### src/rtl/core/rdc_pkg.sv
// Package for the radix digit converter: widths, sizes and shared types.
// Depends on nothing; every other file of the block uses it.
`default_nettype none

package rdc_pkg;

	localparam int VALUE_W     = 63;
	localparam int RADIX_W     = 5;
	localparam int DIGIT_W     = 4;
	localparam int CNT_W       = 7;
	localparam int MAX_DIGITS  = 64;
	localparam int MAX_RESULTS = 63;
	localparam int DIGIT_LIMIT = (MAX_DIGITS < MAX_RESULTS) ? MAX_DIGITS : MAX_RESULTS;
	localparam int ADDR_W      = $clog2(MAX_DIGITS);

	localparam int RADIX_MIN = 2;
	localparam int RADIX_MAX = 16;

	// divide unit retires this many dividend bits per cycle
	localparam int BITS_PER_CYCLE = 8;
	localparam int WORK_W  = ((VALUE_W + BITS_PER_CYCLE - 1) / BITS_PER_CYCLE) * BITS_PER_CYCLE;
	localparam int STEPS   = WORK_W / BITS_PER_CYCLE;
	localparam int STEP_W  = (STEPS > 1) ? $clog2(STEPS) : 1;

	typedef struct packed {
		logic               we;
		logic [ADDR_W-1:0]  addr;
		logic [DIGIT_W-1:0] data;
	} wr_t;

	typedef struct packed {
		logic             go;
		logic [CNT_W-1:0] count;
	} emit_cmd_t;

	function automatic logic [RADIX_W-1:0] sat_radix(input logic [RADIX_W-1:0] r);
		logic [RADIX_W-1:0] res;
		res = r;
		if (r < RADIX_W'(RADIX_MIN)) res = RADIX_W'(RADIX_MIN);
		if (r > RADIX_W'(RADIX_MAX)) res = RADIX_W'(RADIX_MAX);
		return res;
	endfunction

endpackage

`default_nettype wire

### src/rtl/core/rdc_in_if.sv
// Input channel of the radix digit converter: value and radix per item.
// Depends on rdc_pkg.
`default_nettype none

interface rdc_in_if;
	logic                         valid;
	logic                         ready;
	logic [rdc_pkg::VALUE_W-1:0]  value;
	logic [rdc_pkg::RADIX_W-1:0]  radix;

	modport source (output valid, output value, output radix, input ready);
	modport sink   (input valid, input value, input radix, output ready);
endinterface

`default_nettype wire

### src/rtl/core/rdc_out_if.sv
// Output channel of the radix digit converter: one digit and a last flag per item.
// Depends on rdc_pkg.
`default_nettype none

interface rdc_out_if;
	logic                         valid;
	logic                         ready;
	logic [rdc_pkg::DIGIT_W-1:0]  digit;
	logic                         last;

	modport source (output valid, output digit, output last, input ready);
	modport sink   (input valid, input digit, input last, output ready);
endinterface

`default_nettype wire

### src/rtl/core/rdc_divider.sv
// Repeated division by the radix, BITS_PER_CYCLE quotient bits per cycle.
// Writes each remainder into the digit store; depends on rdc_pkg.
`default_nettype none

module rdc_divider (
	input  wire logic                         clk,
	input  wire logic                         arst_n,
	input  wire logic                         start,
	input  wire logic [rdc_pkg::VALUE_W-1:0]  value,
	input  wire logic [rdc_pkg::RADIX_W-1:0]  radix,
	output rdc_pkg::wr_t                      wr,
	output rdc_pkg::emit_cmd_t                cmd
);

	logic                               busy_q;
	logic [rdc_pkg::WORK_W-1:0]         val_q;
	logic [rdc_pkg::DIGIT_W-1:0]        rem_q;
	logic [rdc_pkg::RADIX_W-1:0]        radix_q;
	logic [rdc_pkg::STEP_W-1:0]         step_q;
	logic [rdc_pkg::CNT_W-1:0]          cnt_q;

	logic [rdc_pkg::RADIX_W-1:0]        trial;
	logic [rdc_pkg::DIGIT_W-1:0]        rem_d;
	logic [rdc_pkg::BITS_PER_CYCLE-1:0] qbits;
	logic [rdc_pkg::WORK_W-1:0]         val_d;
	logic                               digit_end;
	logic                               conv_end;
	logic [rdc_pkg::CNT_W-1:0]          cnt_inc;

	// long division over one slice of the dividend
	always_comb begin
		rem_d = rem_q;
		trial = '0;
		qbits = '0;
		for (int i = 0; i < rdc_pkg::BITS_PER_CYCLE; i++) begin
			trial = {rem_d, val_q[rdc_pkg::WORK_W-1-i]};
			if (trial >= radix_q) begin
				trial = trial - radix_q;
				qbits[rdc_pkg::BITS_PER_CYCLE-1-i] = 1'b1;
			end
			rem_d = trial[rdc_pkg::DIGIT_W-1:0];
		end
	end

	assign val_d     = {val_q[rdc_pkg::WORK_W-rdc_pkg::BITS_PER_CYCLE-1:0], qbits};
	assign digit_end = busy_q && (step_q == rdc_pkg::STEP_W'(rdc_pkg::STEPS - 1));
	assign cnt_inc   = cnt_q + rdc_pkg::CNT_W'(1);
	assign conv_end  = digit_end &&
		((val_d == '0) || (cnt_inc == rdc_pkg::CNT_W'(rdc_pkg::DIGIT_LIMIT)));

	assign wr.we     = digit_end;
	assign wr.addr   = cnt_q[rdc_pkg::ADDR_W-1:0];
	assign wr.data   = rem_d;
	assign cmd.go    = conv_end;
	assign cmd.count = cnt_inc;

	always_ff @(posedge clk or negedge arst_n) begin
		if (!arst_n) begin
			busy_q <= 1'b0;
			step_q <= '0;
			cnt_q  <= '0;
		end else if (start) begin
			busy_q <= 1'b1;
			step_q <= '0;
			cnt_q  <= '0;
		end else if (busy_q) begin
			step_q <= step_q + rdc_pkg::STEP_W'(1);
			if (digit_end) begin
				step_q <= '0;
				cnt_q  <= cnt_inc;
				if (conv_end) busy_q <= 1'b0;
			end
		end
	end

	always_ff @(posedge clk) begin
		if (start) begin
			val_q   <= rdc_pkg::WORK_W'(value);
			radix_q <= rdc_pkg::sat_radix(radix);
			rem_q   <= '0;
		end else if (busy_q) begin
			val_q <= val_d;
			// fresh remainder for the next digit
			rem_q <= digit_end ? '0 : rem_d;
		end
	end

endmodule

`default_nettype wire

### src/rtl/core/rdc_digit_buf.sv
// Digit store (synchronous RAM) and the reversed readout into the output register.
// Depends on rdc_pkg and rdc_out_if.
`default_nettype none

module rdc_digit_buf (
	input  wire logic               clk,
	input  wire logic               arst_n,
	input  wire rdc_pkg::wr_t       wr,
	input  wire rdc_pkg::emit_cmd_t cmd,
	output logic                    busy,
	rdc_out_if.source               digits
);

	logic [rdc_pkg::DIGIT_W-1:0] mem [rdc_pkg::MAX_DIGITS];

	logic [rdc_pkg::CNT_W-1:0]   rd_left_q;
	logic                        rd_vld_s1;
	logic                        rd_last_s1;
	logic [rdc_pkg::DIGIT_W-1:0] rd_data_s1;
	logic                        out_valid_q;
	logic [rdc_pkg::DIGIT_W-1:0] digit_q;
	logic                        last_q;

	logic                        rd_en;
	logic [rdc_pkg::ADDR_W-1:0]  rd_addr;
	logic [rdc_pkg::CNT_W-1:0]   rd_left_dec;

	assign rd_left_dec = rd_left_q - rdc_pkg::CNT_W'(1);
	assign rd_addr     = rd_left_dec[rdc_pkg::ADDR_W-1:0];
	// read only when the output register is free by the time data lands
	assign rd_en = (rd_left_q != '0) && !rd_vld_s1 && (!out_valid_q || digits.ready);
	assign busy  = (rd_left_q != '0) || rd_vld_s1;

	always_ff @(posedge clk) begin
		if (wr.we) mem[wr.addr] <= wr.data;
		if (rd_en) begin
			rd_data_s1 <= mem[rd_addr];
			rd_last_s1 <= (rd_left_q == rdc_pkg::CNT_W'(1));
		end
	end

	always_ff @(posedge clk or negedge arst_n) begin
		if (!arst_n) begin
			rd_left_q   <= '0;
			rd_vld_s1   <= 1'b0;
			out_valid_q <= 1'b0;
		end else begin
			if (cmd.go) rd_left_q <= cmd.count;
			else if (rd_en) rd_left_q <= rd_left_dec;
			rd_vld_s1 <= rd_en;
			if (rd_vld_s1) out_valid_q <= 1'b1;
			else if (digits.ready) out_valid_q <= 1'b0;
		end
	end

	always_ff @(posedge clk) begin
		if (rd_vld_s1) begin
			digit_q <= rd_data_s1;
			last_q  <= rd_last_s1;
		end
	end

	assign digits.valid = out_valid_q;
	assign digits.digit = digit_q;
	assign digits.last  = last_q;

	// store is written only while no readout is pending
	a_no_wr_during_rd: assert property (@(posedge clk) disable iff (!arst_n)
		wr.we |-> !busy) else $error("digit store written during readout");

	// new readout only starts when the previous one is finished
	a_go_when_idle: assert property (@(posedge clk) disable iff (!arst_n)
		cmd.go |-> (!busy && cmd.count != '0)) else $error("readout started while busy");

	// read data never overwrites a digit that has not been taken
	a_out_free: assert property (@(posedge clk) disable iff (!arst_n)
		rd_vld_s1 |-> (!out_valid_q || digits.ready)) else $error("output digit overwritten");

	// the last flag closes the readout
	a_last_ends: assert property (@(posedge clk) disable iff (!arst_n)
		(rd_vld_s1 && rd_last_s1) |-> (rd_left_q == '0)) else $error("digits left after last");

endmodule

`default_nettype wire

### src/rtl/core/radix_digit_converter.sv
// Each item gives n digits (1..63); the first digit comes out only after all n are converted.
// A new item is taken only once the last digit of the previous one is in the output register.
// Each digit is made in the divide unit (8 quotient bits per cycle), then read back through the RAM read.
// Worst case is 63 binary digits per item.
// Reset: arst_n clears control state at once; the digit RAM is not cleared.
// Depends on rdc_pkg, rdc_in_if, rdc_out_if, rdc_divider, rdc_digit_buf.
`default_nettype none

module radix_digit_converter (
	input  wire logic  clk,
	input  wire logic  arst_n,
	rdc_in_if.sink     operand,
	rdc_out_if.source  digits
);

	localparam logic [1:0] S_IDLE = 2'd0;
	localparam logic [1:0] S_CONV = 2'd1;
	localparam logic [1:0] S_EMIT = 2'd2;

	logic [1:0]         state_q;
	logic               accept;
	logic               emit_busy;
	rdc_pkg::wr_t       wr;
	rdc_pkg::emit_cmd_t cmd;

	assign operand.ready = (state_q == S_IDLE);
	assign accept        = operand.valid && operand.ready;

	rdc_divider u_div (
		.clk    (clk),
		.arst_n (arst_n),
		.start  (accept),
		.value  (operand.value),
		.radix  (operand.radix),
		.wr     (wr),
		.cmd    (cmd)
	);

	rdc_digit_buf u_buf (
		.clk    (clk),
		.arst_n (arst_n),
		.wr     (wr),
		.cmd    (cmd),
		.busy   (emit_busy),
		.digits (digits)
	);

	always_ff @(posedge clk or negedge arst_n) begin
		if (!arst_n) begin
			state_q <= S_IDLE;
		end else begin
			unique case (state_q)
				S_IDLE: if (accept) state_q <= S_CONV;
				S_CONV: if (cmd.go) state_q <= S_EMIT;
				// last digit is in the output register: free to take the next item
				S_EMIT: if (!emit_busy) state_q <= S_IDLE;
				default: state_q <= S_IDLE;
			endcase
		end
	end

	a_go_in_conv: assert property (@(posedge clk) disable iff (!arst_n)
		cmd.go |-> (state_q == S_CONV)) else $error("conversion ended outside S_CONV");

	a_wr_in_conv: assert property (@(posedge clk) disable iff (!arst_n)
		wr.we |-> (state_q == S_CONV)) else $error("digit written outside S_CONV");

	a_emit_entry: assert property (@(posedge clk) disable iff (!arst_n)
		(state_q == S_CONV && cmd.go) |=> emit_busy) else $error("readout did not start");

endmodule

`default_nettype wire
### src/flat_wrapper.sv
// flat-port wrapper written by rule: the top's interface ports become plain ports
module radix_digit_converter_flat 
  (clk, arst_n, operand_valid, operand_value, operand_radix, operand_ready, digits_valid, digits_digit, digits_last, digits_ready);
  rdc_in_if operand_i ();
  rdc_out_if digits_i ();
  input  wire logic clk;
  input  wire logic arst_n;
  input wire logic [$bits(operand_i.valid)-1:0] operand_valid;
  input wire logic [$bits(operand_i.value)-1:0] operand_value;
  input wire logic [$bits(operand_i.radix)-1:0] operand_radix;
  output wire logic [$bits(operand_i.ready)-1:0] operand_ready;
  output wire logic [$bits(digits_i.valid)-1:0] digits_valid;
  output wire logic [$bits(digits_i.digit)-1:0] digits_digit;
  output wire logic [$bits(digits_i.last)-1:0] digits_last;
  input wire logic [$bits(digits_i.ready)-1:0] digits_ready;
  assign operand_i.valid = operand_valid;
  assign operand_i.value = operand_value;
  assign operand_i.radix = operand_radix;
  assign operand_ready = operand_i.ready;
  assign digits_valid = digits_i.valid;
  assign digits_digit = digits_i.digit;
  assign digits_last = digits_i.last;
  assign digits_i.ready = digits_ready;
  radix_digit_converter u_core (.clk(clk), .arst_n(arst_n), .operand(operand_i), .digits(digits_i));
endmodule
### config.mk
export PLATFORM = sky130hd
export DESIGN_NAME = radix_digit_converter_flat
export DESIGN_NICKNAME = d
export VERILOG_FILES = /design/src/rtl/core/rdc_pkg.sv /design/src/rtl/core/rdc_in_if.sv /design/src/rtl/core/rdc_out_if.sv /design/src/rtl/core/rdc_divider.sv /design/src/rtl/core/rdc_digit_buf.sv /design/src/rtl/core/radix_digit_converter.sv /design/src/flat_wrapper.sv
export SDC_FILE = /design/constraint.sdc
export NUM_CORES = 1
export LEC_CHECK = 0
export BUFFER_PORTS_ARGS = -buffer_cell sky130_fd_sc_hd__buf_2
export CAP_MARGIN = 10
export CORE_MARGIN = 2
export CORE_UTILIZATION = 57
export DETAILED_ROUTE_END_ITERATION = 8
export PLACE_DENSITY = 0.75
export SYNTH_ARGS = -nofsm -noshare
export SYNTH_HDL_FRONTEND = slang
export SYNTH_SLANG_ARGS = --single-unit
### constraint.sdc
create_clock -name clk -period 17.1 [get_ports clk]
set_clock_uncertainty 0.2 [all_clocks]
set_input_delay 2.565 -clock clk [delete_from_list [all_inputs] [get_ports clk]]
set_output_delay 2.565 -clock clk [all_outputs]
set_load 0.005 [all_outputs]
==> results of run 1 <==
[metrics by stage]
stage	cell area (sq um)	hold slack (ns)	setup WS [ns]
2_1_floorplan	16700	0.2003	3.351
3_3_place_gp	17470	0.2050	4.439
3_5_place_dp	17470	0.2202	3.961
4_1_cts	18640	0.2397	3.920
5_1_grt	18660	0.2420	2.703
6_report	18660	0.2371	3.775
[flip-flops by register name, indices dropped and copies added (netlist names), 4 cells and up]
register and flops:
u_core.u_div.val_q 64, u_core.u_div.radix_q 5, u_core.u_div.rem_q 4, u_core.u_div.cnt_q 7, u_core.u_buf.rd_data_s1 4, u_core.u_buf.digits.digit 4
u_core.u_buf.mem 256, u_core.u_buf.rd_left_q 7
[layout make-up]
type                    count  area share
inverters                  33    0.006638
clock inverters            24     0.01193
well taps                 384     0.02575
flip-flops and latches    361      0.5725
clock buffers              42     0.05062
repair buffers             88     0.02561
multi-input cells         724      0.3069
[path summary, 6_finish.rpt]
check,slack (ns),to,startpoint
max,3.77,u_core.u_buf.mem[41][0],u_core.u_div.radix_q[1]
min,0.24,u_core.u_buf.digits.last,u_core.u_buf.rd_last_s1
max reg2reg,3.77,u_core.u_buf.mem[41][0],u_core.u_div.radix_q[1]
min reg2reg,0.24,u_core.u_buf.digits.last,u_core.u_buf.rd_last_s1
max in group asynchronous,14.52,u_core.u_buf.rd_left_q[0],arst_n
min in group asynchronous,1.80,u_core.state_q[1],arst_n
[worst reg2reg max path, delay by kind of cell (launching register included)]
kind	cells	cell delay [ns]
AOI/OAI and AO/OA	19	5.01
adders and majority gates	8	2.62
and+or+nand+nor	9	1.96
muxes	4	1.52
buffers and inverters	4	1.09
DFF	1	0.63
[cell usage after synthesis, drive strengths merged (12+ instances only)]
library cell	count
nor4	18
inv	33
nor2	118
edfxtp	334
o21ai	16
ha	46
nand2	216
dfrtp	22
a21o	12
mux2	13
xnor2	26
nand3	15
clkbuf	41
mux4	80
a21oi	25
[cells by family (layout without fill, tap and decap cells)]
logic type,count (synthesis),count (layout)
simple gates,424,424
compound gates,107,107
mux,104,104
xor+xnor,35,35
buf+inv,85,187
fa+ha+maj,54,54
flops,361,361
[layer usage]
| metal | vias to the layer above | global-route usage |
|---|---|---|
| li1 | 4545 | - |
| met1 | 5026 | 0.3353 |
| met2 | 388 | 0.4085 |
| met3 | 64 | 0.02785 |
| met4 | 0 | 0.07361 |
| met5 | - | 0 |
==> flow_summary.ini, run 1 <==
[placed_design]
place.port_buffers = 78
gp_congestion = 0.8547
dp_cells = 1589
dp_hpwl_um = 23710

[synthesis]
synth_fp_nets = 1296
synth-simple-area-share = 0.1107
synth_area_leaders = edfxtp_1 (60%), mux4_2 (11%), nand2_1 (4.9%)
async_flop_share = 0.06094
yosysTopAreaCell = edfxtp_1
yosys.area_share.adder = 0.04406
yosysSeqAreaShare = 0.6397
synth_top_family_by_area = multiplexers
synth-compound-area-share = 0.04399
synthMuxAreaShare = 0.1233
synthFlopType = edfxtp_1
synth_cell_types = 63
syn_inst = 1170
ys_warn_count = 0
synth_edf_count = 334
synth_area_sq_mm = 0.01670
ys_seq_elements = 361
synth_top_area_frac = 0.6007
synth_xor_area_frac = 0.01836
syn_area_per_cell_sq_um = 14.27

[sta]
final.setup.tns_ns = 0
fin_crit_ns = 13.33
setup_viol = 0
tightestPinTransition_ns = 1.153
finalCritPeriodShare = 0.7793
drv_slew = 0
maxSlewHeadroom = 0.2278
rsz0062_at_grt = false
hold_viol = 0
fmax_mhz = 75.04

[routing]
wl_met1_um = 15150
drtIter0Drc = 957
vias = 10020
avgRoutedWirePerCell_um = 21.91
ant_nets = 0
drt_pass1_iterations = 5
top_layer_used = met4
routed_wl_um = 36280
viasPerCell = 6.053
wl_met3_um = 2215
drc_errors = 0
wl_met2_um = 18070

[grt]
overflow = 0
grt_usage = 0.2421
grt_pass1_wl_um = 56380
first_global_vias = 10090
antenna_found_initial = 0
grt_max_degree = 77

[hold_path]
hold_depth = 0
hold_path_class = flop to flop

[worst_setup_path]
cp_slowest_cell = edfxtp_1
path_max_fanout = 59
critPathMostFrequentCell = ha_1
critPathKind = flop to flop
cp.depth = 44
max_stage_delay_ns = 0.63
cp.required_ns = 17.14
crit_path_end_kind = flop
path_buf_inv = 4
critPathLaunchType = flop
crit_family = compound AO/OA/AOI/OAI gates
r2r_cells = 44
worstPathArrival_ns = 13.36

[clock_tree]
cts_setup_buffers = 0
cts_hold_buf = 0
cts_resized = 0
cts-root-buf = clkbuf_16
cts_buffers = 37
cts_max_level = 2
cts_num_sinks = 361
path_clk_slew_ns = 0.07
clock_latency_ns = 0.52
clock_path_buffers = 3
cts_tree = yes

[final_layout]
drive_gt1_frac = 0.2068
multi_input_comb_area_sq_mm = 0.005728
n_antenna_cell = 0
seqCellArea_sq_mm = 0.01068
fillerInstances = 2028
post-route-util = 0.6484
final_common_cell = edfxtp_1
stdcell_count = 1656
fin_nets = 1371
areaGrowthSynthToFinish_pct = 11.77
final_cell_mix = edfxtp_1 (334), nand2_1 (215), nor2_1 (118)

[floorplan]
core-area_sq_mm = 0.02878
dieHeight_um = 175.1
die_x_um = 175.1
initial_core_util = 0.5801
io_pins = 79
rows = 62
fp.dieArea_sq_mm = 0.03068

[run]
max-cap-violations = 0

[run_status]
status = finished clean
Power of run 1 is left out: the tool's default activity adds up to more than one toggle a clock period on the data nets, which glitch-free logic cannot reach.
==> run 2, diff against run 1 <==
==> constraint.sdc (replaced) <==
create_clock -name clk -period 13.75 [get_ports clk]
set_clock_uncertainty 0.2 [all_clocks]
set_input_delay 2.0625 -clock clk [delete_from_list [all_inputs] [get_ports clk]]
set_output_delay 2.0625 -clock clk [all_outputs]
set_load 0.005 [all_outputs]
==> run 2 against run 1 <==
Against the previous run:
- largest cell class unchanged
- routed wire length grew 2.0%
- sequential share of layout area fell by 0.065 points
- first-iteration DRC count down 3.2%
- worst hold slack worse by 0.0073 ns
- utilization rose by 0.074 points
==> flow_summary.ini, run 2 (synthesis gave the netlist of run 1 again) <==
[grt]
first_global_vias = 10300
grt_pass1_wl_um = 57870
antenna_found_initial = 1
grt_max_degree = 77
top_usage_layer = met2
grt_usage = 0.2475
gr-usage-met1 = 0.3363
overflow = 0
gr-usage-met2 = 0.4144
gr-usage-met3 = 0.04265

[floorplan]
core-area_sq_mm = 0.02878
fp.dieArea_sq_mm = 0.03068
die_x_um = 175.1
dieHeight_um = 175.1
rows = 62
initial_core_util = 0.5801
io_pins = 79

[final_layout]
areaGrowthSynthToFinish_pct = 11.90
top_register = u_core.u_buf.mem
final_cell_mix = edfxtp_1 (334), nand2_1 (215), nor2_1 (118)
drive_gt1_frac = 0.2063
largest_reg_flops = 256
layout_top_registers = u_core.u_buf.mem (256), u_core.u_div.val_q (64)
final_common_cell = edfxtp_1
fin_nets = 1372

[sta]
setup_viol = 0
fmax_mhz = 78.25
drv_slew = 0
final.setup.worst_slack_ns = 0.9699
fin_crit_ns = 12.78
rsz0062_at_grt = false
hold_viol = 0
tightestPinTransition_ns = 1.128
maxSlewHeadroom = 0.2468
finalCritPeriodShare = 0.9295
final.setup.tns_ns = 0

[placed_design]
gp_congestion = 0.8675
place.port_buffers = 78
dp_slack_ns = 0.6984
dp_hpwl_um = 23770

[worst_setup_path]
worstSetupStartpoint = u_core.u_div.radix_q[1]
path_max_fanout = 65
crit_path_end_kind = flop
worstPathArrival_ns = 12.99
critPathMostFrequentCell = ha_1
r2r-start = u_core.u_div.radix_q[1]
path_buf_inv = 4
crit_family = compound AO/OA/AOI/OAI gates
critPathKind = flop to flop
max_stage_delay_ns = 0.62
cp_slowest_cell = edfxtp_1
cp.required_ns = 13.96
critPathLaunchType = flop

[routing]
drtIter0Drc = 926
vias = 10070
drt_pass1_iterations = 5
drc_errors = 0
routed_wl_um = 36990
ant_nets = 0
viasPerCell = 6.086
avgRoutedWirePerCell_um = 22.35

[hold_path]
hold_path_class = flop to flop
min_from = u_core.u_buf.rd_data_s1[1]

[clock_tree]
cts_num_sinks = 361
cts-root-buf = clkbuf_16
cts_setup_buffers = 0
clock_path_buffers = 3
clock_latency_ns = 0.52
cts_tree = yes
cts_hold_buf = 0
cts_max_level = 2
cts_buffers = 37
path_clk_slew_ns = 0.06

[run_status]
status = finished clean

[run]
max-cap-violations = 0
==> run 2: metrics by stage <==
step / cells / hold slack, ns / cell area, sq um / utilization
floorplan: 1170 / 0.2003 / 16700 / -
global placement: 1591 / 0.2062 / 17490 / 0.6077
global route: 1654 / 0.2489 / 18680 / 0.6491
finish: 1655 / 0.2299 / 18680 / 0.6492
detailed placement: 1591 / 0.2054 / 17490 / 0.6077
CTS: 1654 / 0.2311 / 18650 / 0.6481
==> run 2: what timing repair did <==
action,4_1_cts,5_1_grt
resized for setup,0,7
endpoints found under the setup margin,0,270
hold endpoints to repair,0,0
==> run 2: path summary, 6_finish.rpt <==
| path | end | slack, ns | cells after the start |
|---|---|---|---|
| max | u_core.u_div.rem_q[1] | 0.97 | 46 |
| min | u_core.u_buf.digits.digit[1] | 0.23 | 0 |
| max reg2reg | u_core.u_div.rem_q[1] | 0.97 | 46 |
| min reg2reg | u_core.u_buf.digits.digit[1] | 0.23 | 0 |
| max in group asynchronous | u_core.u_buf.rd_left_q[0] | 11.68 | 1 |
| min in group asynchronous | u_core.u_buf.digits.valid | 1.30 | 1 |
==> run 2: cell type report <==
class	instances	area (sq um)
flip-flops and latches	361	10680
clock buffers	44	973.4
clock inverters	19	190.2
multi-input cells	724	5748
well taps	384	480.5
inverters	33	123.9
repair buffers	89	480.5
diodes	1	2.502
fillers	1994	10100
==> run 2: per-layer routing <==
metal  vias to the layer above  wire, um
li1                       4556         -
met1                      5012     14660
met2                       442     18630
met3                        63      2735
met4                         0       968
met5                         -         0
Power of run 2 is left out for the same reason.
==> run 3, diff against run 2 <==
--- a/config.mk
+++ b/config.mk
@@ -13,4 +13,5 @@
 export PLACE_DENSITY = 0.75
 export SYNTH_ARGS = -nofsm -noshare
 export SYNTH_HDL_FRONTEND = slang
+export SYNTH_HIERARCHICAL = 1
 export SYNTH_SLANG_ARGS = --single-unit
==> run 3 against run 2 <==
Against the previous run:
- area after synthesis up 2.7%
- non-clock buffer count up 1
- utilization down 0.42 points
- cell area up 2.3%
- count of clock-buffer cells in the layout down 2
- sequential share of layout area down 1.3 points
- register-to-register slack better by 0.07 ns
- final cell count down 1.3%
- fmax up 0.56%
- critical endpoint is now u_core/u_buf/mem[0][1]
- largest cell class unchanged
==> flow_summary.ini, run 3 <==
[run_status]
status = finished clean

[grt]
top_usage_layer = met2
first_global_vias = 10110
antenna_found_initial = 5
gr-usage-met1 = 0.3214
overflow = 0
grt_pass1_wl_um = 56200
grt_max_degree = 66
gr-usage-met3 = 0.04863
grt_usage = 0.2351
gr-usage-met2 = 0.3832

[synthesis]
yosysTopAreaCell = edfxtp_1
synthFlopType = edfxtp_1
synth_top_area_frac = 0.5849
synth.most_common_cell = edfxtp_1
ys_warn_count = 6
syn_area_per_cell_sq_um = 15.07
ys_seq_elements = 361
async_flop_share = 0.06094
synth_area_leaders = edfxtp_1 (58%), mux4_2 (8.4%), mux2_2 (5.0%)
synth_cell_types = 84
synth_edf_count = 334
syn_inst = 1138
yosysSeqAreaShare = 0.6229
synth_area_sq_mm = 0.01715
synth_commonest_cells = edfxtp_1 (334), nor2_1 (102), mux2_2 (76)
synth_fp_nets = 1265

[clock_tree]
cts_max_level = 2
cts_buffers = 38
path_clk_slew_ns = 0.06
cts-root-buf = clkbuf_16
cts_setup_buffers = 0
cts_num_sinks = 361
cts_hold_buf = 0
cts_resized = 0
clock_latency_ns = 0.54
clock_path_buffers = 3
cts_tree = yes

[power]
power.leakage_nw = 6.566
vdd_ir_drop_max_v = 0.0001184
p_sw_frac = 0.3017
combPwrFrac = 0.266
p_total_mw = 3.140
clockPowerShare = 0.323
p_int_mw = 2.192
pwr-share-seq = 0.411
netSwitchingPower_uw = 947.3
power_density_mw_per_mm2 = 164.2

[routing]
drtIter0Drc = 1037
drc_errors = 0
vias = 10050
routed_wl_um = 36300
ant_nets = 0
avgRoutedWirePerCell_um = 22.21
drt_pass1_iterations = 5
viasPerCell = 6.147

[floorplan]
rows = 63
io_pins = 79
die_x_um = 177.4
core-area_sq_mm = 0.02964
initial_core_util = 0.5785
fp.dieArea_sq_mm = 0.03149
dieHeight_um = 177.4

[final_layout]
final_common_cell = edfxtp_1
largest_reg_flops = 256
fin_nets = 1343
top_register = u_core/u_buf/mem
post-route-util = 0.6450
drive_gt1_frac = 0.2655
stdcell_area_sq_mm = 0.01912
layout_top_registers = u_core/u_buf/mem (256), u_core/u_div/val_q (64)
final_cell_mix = edfxtp_1 (334), nor2_1 (102), buf_2 (78)
areaGrowthSynthToFinish_pct = 11.49

[worst_setup_path]
max_stage_delay_ns = 0.47
path_max_fanout = 19
crit_path_end_kind = flop
path_buf_inv = 5
worstPathArrival_ns = 12.88
cp.required_ns = 13.92
crit_family = compound AO/OA/AOI/OAI gates
critPathKind = flop to flop
critPathMostFrequentCell = ha_1
cp_slowest_cell = o31ai_4
critPathLaunchType = flop

[sta]
finalCritPeriodShare = 0.9243
final.setup.tns_ns = 0
hold_viol = 0
setup_viol = 0
drv_slew = 0
tightestPinTransition_ns = 0.9571
hold_ws_ns = 0.2285
rsz0062_at_grt = false
fmax_mhz = 78.68
fin_crit_ns = 12.71
maxSlewHeadroom = 0.3620

[placed_design]
gp_congestion = 0.8706
dp_hpwl_um = 23800
place.port_buffers = 78
placed_cell_area_sq_mm = 0.01782

[run]
max-cap-violations = 0

[hold_path]
hold_path_class = flop to flop
[run 3: kinds of logic after synthesis]
kind of cell               share of synthesized area
xor gates and xnor gates                     0.01934
adders and majority gates                    0.04364
muxes                                         0.1392
AOI/OAI and AO/OA                            0.05612
buffers and inverters                        0.02780
DFF                                           0.6229
and+or+nand+nor                              0.09100
[run 3: cell type report]
type	instances	area, sq um
antenna	1	2.502
clock inverter	25	274.0
fill	2136	10520
clock buffer	42	965.9
sequential	361	10680
timing repair buffer	90	480.5
multi-input combinational	688	6080
inverter	37	141.4
tap	390	488.0
[run 3: layer usage]
metal | wire length [um] | part of all wire
met1 | 14990 | 0.41
met2 | 17530 | 0.48
met3 | 2782 | 0.077
met4 | 972 | 0.027
met5 | 26 | 0.00072
[run 3: final timing paths]
kind,from,to,slack [ns],depth (start not counted)
setup / recovery,u_core/u_div/radix_q[2],u_core/u_buf/mem[0][1],1.04,46
hold / removal,u_core/u_buf/rd_last_s1,u_core/u_buf/digits.last,0.23,0
setup reg to reg,u_core/u_div/radix_q[2],u_core/u_buf/mem[0][1],1.04,46
hold reg to reg,u_core/u_buf/rd_last_s1,u_core/u_buf/digits.last,0.23,0
max in group asynchronous,arst_n,u_core/u_buf/rd_left_q[0],11.67,1
min in group asynchronous,arst_n,u_core/state_q[1],1.29,1
[run 3: power groups by stage]
stage / Clock [mW] / Combinational, mW / Sequential, mW
2_1_floorplan: 0 / 0.693 / 1.26
3_3_place_gp: 0 / 0.822 / 1.31
3_5_place_dp: 0 / 0.830 / 1.32
4_1_cts: 1.03 / 0.834 / 1.29
5_1_grt: 1.07 / 0.897 / 1.30
6_report: 1.01 / 0.835 / 1.29
[run 3: stage by stage]
step	setup WS, ns	std cells
after detailed placement	0.5779	1564
after global placement	1.055	1564
final	1.040	1634
after global routing	0.07618	1634
after floorplan	0.5626	1138
after CTS	0.5370	1631
Power figures use the tool's default switching activity.
